### src/hdl/mplpd_pkg.sv
package mplpd_pkg;

   // Request function codes
   typedef enum logic [1:0] {
      FN_PRESS = 2'd0,
      FN_POLL  = 2'd1,
      FN_CLEAR = 2'd2,
      FN_NOP   = 2'd3
   } func_type;

   // Per-entry press tracking phase
   typedef enum logic [1:0] {
      PH_IDLE    = 2'd0,
      PH_PRESSED = 2'd1,
      PH_LATCHED = 2'd2
   } phase_type;

   // Sequencer states
   typedef enum logic {
      ST_IDLE = 1'b0,
      ST_POLL = 1'b1
   } state_type;

   // Register file port
   localparam int CSR_INDEX_W = 4;
   localparam int CSR_DATA_W  = 32;
   localparam logic [CSR_INDEX_W-1:0] CSR_ACTION_BASE = 4'd0;
   localparam logic [CSR_INDEX_W-1:0] CSR_HOLD_BASE   = 4'd4;
   localparam logic [CSR_INDEX_W-1:0] CSR_COUNT       = 4'd8;

   typedef struct packed {
      func_type    func;
      logic [31:0] now_time;
      logic [7:0]  action_in;
      logic [1:0]  pad_num;
      logic [4:0]  button_code;
      logic [3:0]  pads_connected;
      logic [31:0] buttons_pad0;
      logic [31:0] buttons_pad1;
      logic [31:0] buttons_pad2;
      logic [31:0] buttons_pad3;
   } req_payload_type;

   typedef struct packed {
      logic [1:0] event_pad;
      logic [4:0] event_button;
      logic [7:0] event_action;
      logic       held;
   } rsp_payload_type;

   // Status from the shared age/button unit
   typedef struct packed {
      logic down;
      logic expired;
   } age_result_type;

endpackage

### src/hdl/mplpd_age_unit.sv
module mplpd_age_unit (
   input  logic [31:0]                 now_time,
   input  logic [31:0]                 stamp,
   input  logic [31:0]                 hold,
   input  logic [31:0]                 buttons,
   input  logic [4:0]                  button,
   output mplpd_pkg::age_result_type   result
);

   logic [31:0] age;

   // Press age wraps modulo 2^32
   assign age = now_time - stamp;

   always_comb begin
      result.expired = (age >= hold);
      result.down    = buttons[button];
   end

endmodule

### src/hdl/multi_pad_long_press_detector.sv
// Long-press detector for NUM_SLOTS action slots across NUM_PADS pads.
// req_*: one request per transfer. func selects press event, poll, clear
//   or no-op. Press, clear and no-op are absorbed in the accepting
//   cycle; they can arrive every cycle while idle with csr_valid low.
// Poll: the sequencer visits one pad/slot entry per cycle through the
//   shared age/button unit, pads outer, slots inner, unless held by a
//   stalled result. A poll holds the block until its walk ends and yields
//   at most one rsp_* transfer, registered as the reporting entry
//   commits. A poll with nothing to report yields none.
// csr_*: register index and data; indexes 0-3 are slot action codes,
//   4-7 slot hold times in ticks. Any write within the list idles all
//   entries. Writes are taken only while no poll is running.
// rsp_*: output register. A new request is taken while a result waits;
//   if a later poll reaches a reporting entry while the previous result
//   is still stalled, the walk holds on that entry until rsp_ready.
// Synchronous reset: entries idle, slot registers zero, sequencer idle.
module multi_pad_long_press_detector #(
   parameter int NUM_PADS  = 4,
   parameter int NUM_SLOTS = 4
) (
   input  logic                                   clock,
   input  logic                                   reset,
   input  logic                                   req_valid,
   output logic                                   req_ready,
   input  mplpd_pkg::req_payload_type             req_payload,
   output logic                                   rsp_valid,
   input  logic                                   rsp_ready,
   output mplpd_pkg::rsp_payload_type             rsp_payload,
   input  logic                                   csr_valid,
   output logic                                   csr_ready,
   input  logic [mplpd_pkg::CSR_INDEX_W-1:0]      csr_index,
   input  logic [mplpd_pkg::CSR_DATA_W-1:0]       csr_data
);

   localparam int PAD_W  = (NUM_PADS > 1) ? $clog2(NUM_PADS) : 1;
   localparam int SLOT_W = (NUM_SLOTS > 1) ? $clog2(NUM_SLOTS) : 1;
   localparam logic [PAD_W-1:0]  LAST_PAD   = PAD_W'(NUM_PADS - 1);
   localparam logic [SLOT_W-1:0] LAST_SLOT  = SLOT_W'(NUM_SLOTS - 1);
   localparam logic [2:0]        PAD_LIMIT  = 3'(NUM_PADS);
   localparam logic [2:0]        SLOT_LIMIT = 3'(NUM_SLOTS);

   // Sequencer and walk registers
   mplpd_pkg::state_type state_ff, state_in;
   logic [SLOT_W-1:0]    slot_ff, slot_in;
   logic [PAD_W-1:0]     pad_ff, pad_in;

   // Poll operands captured at accept
   logic [31:0]          now_ff;
   logic [NUM_PADS-1:0]  conn_ff;
   logic [31:0]          mask_ff [NUM_PADS];

   // Slot registers
   logic [7:0]           action_ff [NUM_SLOTS];
   logic [31:0]          hold_ff   [NUM_SLOTS];

   // Entry store
   mplpd_pkg::phase_type phase_ff  [NUM_SLOTS][NUM_PADS];
   logic [31:0]          stamp_ff  [NUM_SLOTS][NUM_PADS];
   logic [4:0]           button_ff [NUM_SLOTS][NUM_PADS];

   // Output register
   logic                       rsp_valid_ff, rsp_valid_in;
   mplpd_pkg::rsp_payload_type rsp_payload_ff;

   logic                  req_fire, csr_fire, wipe;
   logic [31:0]           req_masks [4];
   logic                  press_hit, pad_ok, press_we;
   logic [SLOT_W-1:0]     press_slot;
   logic [PAD_W-1:0]      press_pad;
   logic [1:0]            csr_slot;
   logic                  csr_slot_ok;
   mplpd_pkg::phase_type  phase_cur;
   logic [4:0]            button_cur;
   logic                  slot_on, entry_on;
   mplpd_pkg::age_result_type age_res;
   logic                  report_hold, report_rel, clear_latch, report_hit;
   logic                  rsp_busy, commit, advance, walk_last, poll_start;

   assign req_fire = req_valid & req_ready;
   assign csr_fire = csr_valid & csr_ready;

   // Any register write in the list or a clear request idles all entries
   assign wipe = (csr_fire & (csr_index < mplpd_pkg::CSR_COUNT)) |
                 (req_fire & (req_payload.func == mplpd_pkg::FN_CLEAR));

   assign poll_start = req_fire & (req_payload.func == mplpd_pkg::FN_POLL);

   always_comb begin
      req_masks[0] = req_payload.buttons_pad0;
      req_masks[1] = req_payload.buttons_pad1;
      req_masks[2] = req_payload.buttons_pad2;
      req_masks[3] = req_payload.buttons_pad3;
   end

   // Press: lowest enabled slot with a matching action code
   always_comb begin
      press_hit  = 1'b0;
      press_slot = '0;
      for (int s = NUM_SLOTS - 1; s >= 0; s--) begin
         if ((hold_ff[s] != 32'd0) && (action_ff[s] == req_payload.action_in)) begin
            press_hit  = 1'b1;
            press_slot = SLOT_W'(s);
         end
      end
   end

   assign pad_ok    = ({1'b0, req_payload.pad_num} < PAD_LIMIT);
   assign press_pad = req_payload.pad_num[PAD_W-1:0];
   assign press_we  = req_fire & (req_payload.func == mplpd_pkg::FN_PRESS) &
                      press_hit & pad_ok;

   // Register index decode
   always_comb begin
      if (csr_index < mplpd_pkg::CSR_HOLD_BASE) begin
         csr_slot = 2'(csr_index - mplpd_pkg::CSR_ACTION_BASE);
      end else begin
         csr_slot = 2'(csr_index - mplpd_pkg::CSR_HOLD_BASE);
      end
      csr_slot_ok = ({1'b0, csr_slot} < SLOT_LIMIT);
   end

   // Current walk entry
   assign phase_cur  = phase_ff[slot_ff][pad_ff];
   assign button_cur = button_ff[slot_ff][pad_ff];
   assign slot_on    = (hold_ff[slot_ff] != 32'd0);
   assign entry_on   = (state_ff == mplpd_pkg::ST_POLL) & conn_ff[pad_ff] & slot_on;

   mplpd_age_unit u_age (
      .now_time (now_ff),
      .stamp    (stamp_ff[slot_ff][pad_ff]),
      .hold     (hold_ff[slot_ff]),
      .buttons  (mask_ff[pad_ff]),
      .button   (button_cur),
      .result   (age_res)
   );

   // Entry decision
   always_comb begin
      report_hold = entry_on & age_res.down & (phase_cur == mplpd_pkg::PH_PRESSED) &
                    age_res.expired;
      report_rel  = entry_on & ~age_res.down & (phase_cur == mplpd_pkg::PH_PRESSED);
      clear_latch = entry_on & ~age_res.down & (phase_cur == mplpd_pkg::PH_LATCHED);
      report_hit  = report_hold | report_rel;
   end

   assign rsp_busy  = rsp_valid_ff & ~rsp_ready;
   assign commit    = report_hit & ~rsp_busy;
   assign advance   = (state_ff == mplpd_pkg::ST_POLL) & ~report_hit;
   assign walk_last = (slot_ff == LAST_SLOT) && (pad_ff == LAST_PAD);

   // Next state
   always_comb begin
      state_in = state_ff;
      case (state_ff)
         mplpd_pkg::ST_IDLE: begin
            if (poll_start) state_in = mplpd_pkg::ST_POLL;
         end
         mplpd_pkg::ST_POLL: begin
            if (commit || (advance && walk_last)) state_in = mplpd_pkg::ST_IDLE;
         end
         default: state_in = mplpd_pkg::ST_IDLE;
      endcase
   end

   // Sequencer outputs: handshakes and walk counters
   always_comb begin
      req_ready = 1'b0;
      csr_ready = 1'b0;
      slot_in   = slot_ff;
      pad_in    = pad_ff;
      case (state_ff)
         mplpd_pkg::ST_IDLE: begin
            csr_ready = 1'b1;
            req_ready = ~csr_valid;
            if (poll_start) begin
               slot_in = '0;
               pad_in  = '0;
            end
         end
         mplpd_pkg::ST_POLL: begin
            if (advance) begin
               if (slot_ff == LAST_SLOT) begin
                  slot_in = '0;
                  pad_in  = pad_ff + 1'b1;
               end else begin
                  slot_in = slot_ff + 1'b1;
               end
            end
         end
         default: begin
            req_ready = 1'b0;
         end
      endcase
   end

   always_ff @(posedge clock) begin
      if (reset) begin
         state_ff <= mplpd_pkg::ST_IDLE;
         slot_ff  <= '0;
         pad_ff   <= '0;
      end else begin
         state_ff <= state_in;
         slot_ff  <= slot_in;
         pad_ff   <= pad_in;
      end
   end

   // Poll operand capture
   always_ff @(posedge clock) begin
      if (poll_start) begin
         now_ff  <= req_payload.now_time;
         conn_ff <= req_payload.pads_connected[NUM_PADS-1:0];
         for (int p = 0; p < NUM_PADS; p++) begin
            mask_ff[p] <= req_masks[p];
         end
      end
   end

   // Slot registers
   always_ff @(posedge clock) begin
      if (reset) begin
         for (int s = 0; s < NUM_SLOTS; s++) begin
            action_ff[s] <= '0;
            hold_ff[s]   <= '0;
         end
      end else if (csr_fire && csr_slot_ok) begin
         if (csr_index < mplpd_pkg::CSR_HOLD_BASE) begin
            action_ff[csr_slot[SLOT_W-1:0]] <= csr_data[7:0];
         end else if (csr_index < mplpd_pkg::CSR_COUNT) begin
            hold_ff[csr_slot[SLOT_W-1:0]] <= csr_data;
         end
      end
   end

   // Entry phases
   always_ff @(posedge clock) begin
      if (reset || wipe) begin
         for (int s = 0; s < NUM_SLOTS; s++) begin
            for (int p = 0; p < NUM_PADS; p++) begin
               phase_ff[s][p] <= mplpd_pkg::PH_IDLE;
            end
         end
      end else begin
         if (press_we) phase_ff[press_slot][press_pad] <= mplpd_pkg::PH_PRESSED;
         if (commit) begin
            phase_ff[slot_ff][pad_ff] <= report_hold ? mplpd_pkg::PH_LATCHED
                                                     : mplpd_pkg::PH_IDLE;
         end else if (clear_latch) begin
            phase_ff[slot_ff][pad_ff] <= mplpd_pkg::PH_IDLE;
         end
      end
   end

   // Entry payload, read only while the phase is not idle
   always_ff @(posedge clock) begin
      if (press_we) begin
         stamp_ff[press_slot][press_pad]  <= req_payload.now_time;
         button_ff[press_slot][press_pad] <= req_payload.button_code;
      end
   end

   // Output register
   assign rsp_valid_in = commit | rsp_busy;

   always_ff @(posedge clock) begin
      if (reset) begin
         rsp_valid_ff <= 1'b0;
      end else begin
         rsp_valid_ff <= rsp_valid_in;
      end
   end

   always_ff @(posedge clock) begin
      if (commit) begin
         rsp_payload_ff.event_pad    <= 2'(pad_ff);
         rsp_payload_ff.event_button <= button_cur;
         rsp_payload_ff.event_action <= action_ff[slot_ff];
         rsp_payload_ff.held         <= report_hold;
      end
   end

   assign rsp_valid   = rsp_valid_ff;
   assign rsp_payload = rsp_payload_ff;

   // A result only appears as a poll walk finishes
   a_rsp_from_walk: assert property (@(posedge clock) disable iff (reset)
      $rose(rsp_valid_ff) |-> ($past(state_ff) == mplpd_pkg::ST_POLL) &&
                              (state_ff == mplpd_pkg::ST_IDLE))
      else $error("result loaded outside a poll walk");

   // A live entry always belongs to an enabled slot
   a_live_slot: assert property (@(posedge clock) disable iff (reset)
      (state_ff == mplpd_pkg::ST_POLL) && (phase_cur != mplpd_pkg::PH_IDLE) |-> slot_on)
      else $error("active entry in a disabled slot");

   // A hold report latches its entry
   a_latch_commit: assert property (@(posedge clock) disable iff (reset)
      commit && report_hold |=>
         phase_ff[$past(slot_ff)][$past(pad_ff)] == mplpd_pkg::PH_LATCHED)
      else $error("reported hold did not latch");

   // Walk holds on a reporting entry while the output is stalled
   a_walk_stall: assert property (@(posedge clock) disable iff (reset)
      report_hit && rsp_busy |=> $stable(slot_ff) && $stable(pad_ff) &&
                                 (state_ff == mplpd_pkg::ST_POLL))
      else $error("walk moved past an unreported entry");

endmodule

### config.mk
export PLATFORM = sky130hd
export DESIGN_NAME = multi_pad_long_press_detector
export DESIGN_NICKNAME = d
export VERILOG_FILES = /design/src/hdl/mplpd_pkg.sv /design/src/hdl/mplpd_age_unit.sv /design/src/hdl/multi_pad_long_press_detector.sv
export SDC_FILE = /design/constraint.sdc
export NUM_CORES = 1
export LEC_CHECK = 0
export BUFFER_PORTS_ARGS = -buffer_cell sky130_fd_sc_hd__buf_4
export CAP_MARGIN = 20
export CORE_ASPECT_RATIO = 0.5
export CORE_MARGIN = 3
export CORE_UTILIZATION = 36
export CTS_CLUSTER_SIZE = 12
export DETAILED_ROUTE_END_ITERATION = 8
export GPL_TIMING_DRIVEN = 0
export SETUP_SLACK_MARGIN = 0.4
export SLEW_MARGIN = 20
export SYNTH_ARGS = -nofsm -noshare
export SYNTH_HDL_FRONTEND = slang
export SYNTH_SLANG_ARGS = --single-unit
### constraint.sdc
create_clock -name clock -period 22.3 [get_ports clock]
set_clock_uncertainty 0.05 [all_clocks]
set_input_delay 3.345 -clock clock [delete_from_list [all_inputs] [get_ports clock]]
set_output_delay 3.345 -clock clock [all_outputs]
set_load 0.05 [all_outputs]
Yosys cells after proc, flatten, opt, wreduce, memory -nomap -nowiden
Memory sizes are Yosys's and may differ from the RTL's. A register that Yosys moved wholly into a read port is not among the register bits. Cells that the tools add are included.

Bits in registers: 50. Bits in latches: 0. Memory bits (writable): 912. Bits in read-only memories: 0. Input bits: 222. Output and inout port bits: 19. Word-level logic and storage cells: 199. Memories: 6.

$add $sub $neg: 4. Multipliers: 0. Divide/modulo/power cells: 0. $lt $le $gt $ge: 9. Eq/ne operators: 13. Shift-type cells: 0. Muxes and demuxes: 99. Bitwise logic cells: 37. Reductions and logical operators: 22.

Memory list: stamp_ff (words 4, bits a word 128, read ports 1, clocked after Yosys merged registers in 1, write ports 1, RTL line multi_pad_long_press_detector.sv:58) `logic [31:0] stamp_ff [NUM_SLOTS][NUM_PADS];`; hold_ff (words 4, bits a word 32, read ports 5, clocked after Yosys merged registers in 1, write ports 4, RTL line multi_pad_long_press_detector.sv:54) `logic [31:0] hold_ff [NUM_SLOTS];`; mask_ff (words 4, bits a word 32, read ports 1, clocked after Yosys merged registers in 1, write ports 4, RTL line multi_pad_long_press_detector.sv:50) `logic [31:0] mask_ff [NUM_PADS];`; button_ff (words 4, bits a word 20, read ports 1, clocked after Yosys merged registers in 1, write ports 1, RTL line multi_pad_long_press_detector.sv:59) `logic [4:0] button_ff [NUM_SLOTS][NUM_PADS];`; action_ff (words 4, bits a word 8, read ports 5, clocked after Yosys merged registers in 1, write ports 4, RTL line multi_pad_long_press_detector.sv:53) `logic [7:0] action_ff [NUM_SLOTS];`; phase_ff (words 4, bits a word 8, read ports 1, clocked after Yosys merged registers in 1, write ports 4, RTL line multi_pad_long_press_detector.sv:57) `mplpd_pkg::phase_type phase_ff [NUM_SLOTS][NUM_PADS];`.

Operators by type and width (count): nonzero test 32 bit (5); two-way mux 128 bit (1); two-way mux 32 bit (4); binary-select mux 32 bit (select 2 bit) (1); demux 32 bit (select 2 bit) (1); two-way mux 8 bit (8); two-way mux 2 bit (29); two-way mux 1 bit (41); equality test 8 bit (4); >= comparator 32 bit (1); OR reduction 32 bit (1); subtractor 32 bit (1); OR reduction 8 bit (3); two-way mux 20 bit (1); bitwise AND 1 bit (18); two-way mux 5 bit (3); bitwise OR 1 bit (11); binary-select mux 5 bit (select 2 bit) (1); demux 5 bit (select 2 bit) (1); demux 2 bit (select 2 bit) (2); equality test 2 bit, second input constant (4); logical AND 1 bit (8); one-hot mux 2 bit (2 select lines) (2); >= comparator 3 bit, second input constant (2); 20 further kinds (31).

Depth between registers and ports, before layout
Gate-level depths: netlist of the first run.

Word-level depth: 17. Depth in mapped cells: 33.

By module
From an unflattened synthesis of the first run, not the netlist that was laid out.

Cells, all modules: 2174. Area total of the unflattened synthesis: 41284.6 µm².

By module, submodules not included: multi_pad_long_press_detector (instances 1, cells each 1773, area an instance 38350.5 µm²); mplpd_age_unit (instances 1, cells each 401, area an instance 2934.1 µm²).

Worst setup path after synthesis of the first run
No wires, ideal clock.

Kind: register to register. From: reg with a tool-made name. To: mem phase_ff[1][2] (netlist name), enable pin. Arrival time: 7935 ps. Required time: 21937 ps. Path slack: 14002 ps. Stages on the path, launching flop included: 32. Path buffers: 7. Clock period less this slack: 8298 ps. Path through: dfxtp_1 buf_2 buf_4 buf_4 buf_1 buf_1 buf_1 mux4_2 mux4_2 inv_1 ha_1 a21oi_1 o21ai_0 a21o_1 a31o_2 or4b_2 a41oi_1 nor2b_1 o21ai_0 nor2b_1 xnor2_1 ha_1 a21o_1 a221o_1 a21oi_1 o21ai_0 a211oi_1 and4b_1 or2_1 buf_6 mux2_4 o21ai_1.

RTL lines (RTL line): end, declared (multi_pad_long_press_detector.sv:57).

==> results.json, run 1 <==
{
  "status": "finished, final reports clean",
  "post-layout-total-power_w": 0.00373,
  "critical_path_peak_fanout": 10,
  "cp.required_ps": 22610,
  "clk_pin_slew_worst_setup_hold_paths_ps": 60,
  "clock_latency_ps": 690,
  "placement_rows": 87,
  "timing.critical_path.slowest_stage_cell": "sky130_fd_sc_hd__clkbuf_1",
  "pre_cts_slack_ps": 11040,
  "yosys.area.top_type_share_pct": 70.2,
  "final_layout_size_suffix_gt1_share_pct": 27.9,
  "io_buffers": 240,
  "synthMostInstantiatedCell": "sky130_fd_sc_hd__edfxtp_1",
  "floorplan.die.width_um": 485,
  "hold_violations": 0,
  "finalCriticalPeriod_ps": 11260,
  "clock_tree.root_cell": "sky130_fd_sc_hd__clkbuf_16",
  "dr.pass1.iters": 5,
  "clock-sinks": 974,
  "routedWlPerCell_um": 26.2,
  "tritoncts_clock_tree": "built",
  "dr_total_vias": 22500,
  "class_of_the_tightest_hold_or_removal_check": "reg -> reg",
  "grt_setup_unrepaired": "no",
  "edff_count_synth": 964,
  "synth_seq_area_share_pct": 70.7,
  "power_per_cell_area_nw_per_um2": 76.7,
  "routabilityCongestion": 0.888,
  "synth_area_per_cell_um2": 18.8,
  "postSynth.topFlopCell": "sky130_fd_sc_hd__edfxtp_1",
  "post_cts_sizing_count": 0,
  "fillerInstances": 9911,
  "layout_area_growth_over_synthesis_pct": 17.9,
  "dp.final_hpwl_um": 75100,
  "grt_start_max_net_pins": 111,
  "critical_path_class": "reg -> reg",
  "ys_ff_latch": 974,
  "nNetsFinal": 2860,
  "endpoint_kind": "register",
  "critical_path.max_stage_delay_ps": 800,
  "timing.critical_path.arrival_ps": 11570,
  "ys_top_cells_by_count": "sky130_fd_sc_hd__edfxtp_1, sky130_fd_sc_hd__mux4_2, sky130_fd_sc_hd__and2_1",
  "min_period_over_period_pct": 50.5,
  "htree_levels": 3,
  "timing.max_slew.rel_slack_pct": 31.0,
  "starting_density_of_the_core_pct": 36.4,
  "total_routed_length_um": 108000,
  "finalWorstSetupSlack_ps": 11040,
  "gr-usage-all-layers_pct": 18.0,
  "floorplan.die_area_um2": 119000,
  "mappedNetlistNets": 2484,
  "library_cell_occupying_the_most_area_in_the_post_synthesis_netlist": "sky130_fd_sc_hd__edfxtp_1",
  "post-route-drc-count": 0,
  "unique_masters_post_synth": 74,
  "setup_viol": 0,
  "max_cap_violations": 0,
  "numCtsBuffers": 96,
  "post-cts-setup-buffer-count": 0,
  "syn-cell-area_um2": 41200,
  "cts_hold_buffers": 0,
  "first_iter_violations": 2589,
  "via_per_inst": 5.44,
  "antenna_found_initial": 4,
  "number_of_global_route_vias_before_repair": 23000,
  "setup_total_negative_slack_ps": 0,
  "asyncSetResetFlopFracSynth_pct": 0,
  "dieHeight_um": 245,
  "pin_count": 241,
  "global_route_wire_length_before_repair_um": 158000,
  "global_route.overflow_total": 0,
  "layout.core_utilization_pct": 43.0,
  "worst_pin_slew_ps": 1030,
  "power_leakage_nw": 16.3,
  "yosys_warnings": 0,
  "core_region_area_um2": 113000,
  "max_freq_mhz": 88.8,
  "critical_path.startpoint_type": "register",
  "synthesis.instances": 2192,
  "maximum_count_of_clock_buffers_along_a_single_path": 3,
  "final_max_slew_viol_count": 0,
  "ir_worst_vdd_uv": 54.5,
  "synth.area.top_cells": "sky130_fd_sc_hd__edfxtp_1, sky130_fd_sc_hd__mux4_2, sky130_fd_sc_hd__ha_1",
  "detail-route-antenna-nets": 0
}
[area by class of cell]
type                    instances  area [um2]  share of cell area, %
flip-flops and latches        974       29100                   59.9
multi-input cells            1040       11500                   23.7
repair buffers                278        2610                   5.36
clock buffers                 128        2540                   5.23
well taps                    1513        1890                   3.89
plain buffers                  94         418                  0.859
inverters                      84         323                  0.664
clock inverters                20         185                  0.381
diodes                          3        7.51                 0.0154
[path summary, 6_finish.rpt]
path,from,endpoint,slack [ps],cells after the start
setup / recovery,register,phase_ff[3][1]$_SDFFCE_PN0P_,11040,32
setup reg to reg,register,phase_ff[3][1]$_SDFFCE_PN0P_,11040,32
hold reg to reg,pad_ff[1]$_SDFFE_PP0P_,rsp_payload[15]$_DFFE_PP_,520,0
hold / removal,pad_ff[1]$_SDFFE_PP0P_,rsp_payload[15]$_DFFE_PP_,520,0
[flip-flops by register name, summed over array words and instances, names as in the netlist, named ones only]
register and flops:
button_ff 80, pad_ff 2, now_ff 32, action_ff 32, mask_ff 128, rsp_valid 1, hold_ff 128, conn_ff 4
rsp_payload 16, state_ff 1, stamp_ff 512, slot_ff 2, phase_ff 32
[cells by family (layout without fill, tap and decap cells)]
kind of cell	count (synthesis)	after routing	share of synthesized area (%)
buffers and inverters	178	604	1.74
AO/OA/AOI/OAI	159	159	2.75
other	0	3	0
adder cells (fa/ha/maj)	70	70	2.14
flip-flops	974	974	70.7
AND/OR/NAND/NOR	453	453	6.14
multiplexers	298	298	15.3
XOR/XNOR	60	60	1.27
[per-stage QoR]
| stage | cell area, um2 | hold WS [ps] | std cells |
|---|---|---|---|
| detailed placement | 45900 | 505 | 3981 |
| floorplan | 41200 | 405 | 2192 |
| finish | 48600 | 517 | 4134 |
| global placement | 44900 | 495 | 3945 |
| CTS | 48600 | 514 | 4129 |
| global route | 48600 | 528 | 4133 |
[layout by cell type, fill, tap and decap left out, drive strengths merged, types with 19 or more instances in the layout]
cell    count
nor3       31
nand2      42
o21ai      37
xor2       40
edfxtp    964
xnor2      20
and2       91
and3       73
inv        87
nand2b     19
a21oi      39
nor4       50
buf       313
nor2       76
ha         69
a21o       20
mux2i      31
mux4      264
clkbuf    187
[worst max-delay path: cells and delay by family (launching register included)]
family / cells / cell delay, ps
multiplexers: 2 / 630
AND/OR/NAND/NOR: 5 / 1620
buffers and inverters: 7 / 3090
AO/OA/AOI/OAI: 14 / 3810
adder cells (fa/ha/maj): 3 / 1020
XOR/XNOR: 1 / 360
flip-flops: 1 / 330
[routing by layer]
metal	wire length, um	vias to the layer above	GRT usage (%)	share of wire, %
met1	47400	11900	25.6	44
met2	52700	788	29.4	49
met5	7	-	0	0.0065
met4	1990	2	4.12	1.8
met3	6200	137	2.79	5.7
li1	-	9628	-	-
[power by group]
part / switching, W / internal, W
clock: 0.000675 / 0.000806
sequential: 0.0000137 / 0.00204
combinational: 0.000112 / 0.0000861
total: 0.000800 / 0.00293
Note: power is estimated with default switching activity, not from simulation.
==> inputs of run 2 (changes only) <==
==> constraint.sdc (replaced) <==
create_clock -name clock -period 9.6 [get_ports clock]
set_clock_uncertainty 0.05 [all_clocks]
set_input_delay 1.44 -clock clock [delete_from_list [all_inputs] [get_ports clock]]
set_output_delay 1.44 -clock clock [all_outputs]
set_load 0.05 [all_outputs]
==> results.json, run 2 (synthesized netlist as in run 1, its figures left out) <==
{
  "post-route-drc-count": 0,
  "endpoint_kind": "register",
  "first_iter_violations": 2535,
  "min_period_over_period_pct": 91.8,
  "grt_start_max_net_pins": 111,
  "status": "finished, final reports clean",
  "ir_worst_vdd_uv": 127,
  "global_route_wire_length_before_repair_um": 158000,
  "setup_viol": 0,
  "grt_use_met3_pct": 2.76,
  "io_buffers": 240,
  "timing.max_slew.rel_slack_pct": 32.2,
  "clock_tree.root_cell": "sky130_fd_sc_hd__clkbuf_16",
  "timing.critical_path.mode_cell": "sky130_fd_sc_hd__buf_6",
  "timing.critical_path.slowest_stage_cell": "sky130_fd_sc_hd__or4b_2",
  "pin_count": 241,
  "maximum_count_of_clock_buffers_along_a_single_path": 3,
  "global_route.overflow_total": 0,
  "via_per_inst": 5.43,
  "largest_register_ffs": 512,
  "cp.required_ps": 9930,
  "hold_violations": 0,
  "grtUsageMet2_pct": 29.5,
  "core_region_area_um2": 113000,
  "clock-sinks": 974,
  "fillerInstances": 9894,
  "sequential_cell_area_um2": 29100,
  "timing.critical_path.arrival_ps": 9140,
  "max_freq_mhz": 113,
  "placement_rows": 87,
  "numCtsBuffers": 96,
  "pre_cts_slack_ps": -1660,
  "number_of_global_route_vias_before_repair": 23000,
  "placed_area_um2": 45900,
  "dr.pass1.iters": 6,
  "starting_density_of_the_core_pct": 36.4,
  "clk_pin_slew_worst_setup_hold_paths_ps": 70,
  "cp.buffers_inverters": 9,
  "routedWlPerCell_um": 26.2,
  "most_frequent_cells_in_the_layout": "sky130_fd_sc_hd__edfxtp_1, sky130_fd_sc_hd__mux4_2, sky130_fd_sc_hd__buf_4, sky130_fd_sc_hd__clkbuf_16, sky130_fd_sc_hd__and2_1",
  "worst_pin_slew_ps": 1020,
  "max_cap_violations": 0,
  "critical_path.max_stage_delay_ps": 710,
  "dr_total_vias": 22400,
  "final_layout_size_suffix_gt1_share_pct": 29.1,
  "critical_path_peak_fanout": 10,
  "critical_path_class": "reg -> reg",
  "finalCriticalPeriod_ps": 8810,
  "registers.top_by_ff_count": "stamp_ff",
  "setup_total_negative_slack_ps": 0,
  "timing.hold.ws_ps": 526,
  "dominant_delay_contributor_by_cell_family_on_the_critical_path": "compound AO/OA/AOI/OAI gates",
  "grt.met1_usage_pct": 25.7,
  "detail-route-antenna-nets": 0,
  "final_max_slew_viol_count": 0,
  "busiest_layer": "met2",
  "htree_levels": 3,
  "floorplan.die_area_um2": 119000,
  "power_leakage_nw": 16.4,
  "gr-usage-all-layers_pct": 18.0,
  "grt_setup_unrepaired": "no",
  "class_of_the_tightest_hold_or_removal_check": "reg -> reg",
  "critical_path.startpoint_type": "register",
  "clock_latency_ps": 690,
  "antenna_found_initial": 4,
  "multi_input_logic_area_um2": 11600,
  "dp.final_hpwl_um": 75100,
  "power_per_cell_area_nw_per_um2": 178,
  "routabilityCongestion": 0.888,
  "finalWorstSetupSlack_ps": 786,
  "largestRegisters": "stamp_ff x512, hold_ff x128, mask_ff x128",
  "dieHeight_um": 245,
  "total_routed_length_um": 108000,
  "tritoncts_clock_tree": "built",
  "most_common_cell_after_layout_fill_and_taps_aside": "sky130_fd_sc_hd__edfxtp_1",
  "post-layout-total-power_w": 0.00868,
  "nNetsFinal": 2861,
  "floorplan.die.width_um": 485,
  "layout_area_growth_over_synthesis_pct": 18.5,
  "design_area_um2": 48900
}
[run 2: where the power goes]
| group | internal (W) | leakage (nW) | switching, W |
|---|---|---|---|
| sequential | 0.00474 | 9.00 | 0.0000319 |
| combinational | 0.000206 | 6.09 | 0.000262 |
| clock | 0.00187 | 1.32 | 0.00157 |
[run 2: cell type report]
cell class | instances | share of cell area (%)
repair buffers | 279 | 5.34
well taps | 1513 | 3.87
diodes | 3 | 0.0154
inverters | 84 | 0.661
multi-input cells | 1040 | 23.7
plain buffers | 94 | 1.12
flip-flops and latches | 974 | 59.7
clock buffers | 128 | 5.21
clock inverters | 20 | 0.379
[run 2: metal layers]
layer  vias to the layer above  part of all wire, %  wire [um]
met5                         -               0.0065          7
met4                         2                  1.8       1990
met3                       139                  5.6       6100
met2                       743                   49      52800
met1                     11900                   44      47400
li1                       9639                    -          -
[run 2: what timing repair did]
item	CTS	global route
pin swaps	1	1
buffers inserted	2	0
hold buffers	0	0
setup endpoints to repair	86	81
gates resized for setup	70	31
[run 2: per-stage QoR]
step / cells / util [%]
CTS: 4131 / 43.1
finish: 4135 / 43.2
detailed placement: 3981 / 40.5
floorplan: 2192 / -
global placement: 3945 / 39.7
global route: 4134 / 43.2
[run 2: final timing paths]
kind                     startpoint                            to  cells after the start  slack (ps)
min          pad_ff[1]$_SDFFE_PP0P_     rsp_payload[15]$_DFFE_PP_                      0         530
max                        register  phase_ff[1][3]$_SDFFCE_PN0P_                     33         790
max reg2reg                register  phase_ff[1][3]$_SDFFCE_PN0P_                     33         790
min reg2reg  pad_ff[1]$_SDFFE_PP0P_     rsp_payload[15]$_DFFE_PP_                      0         530
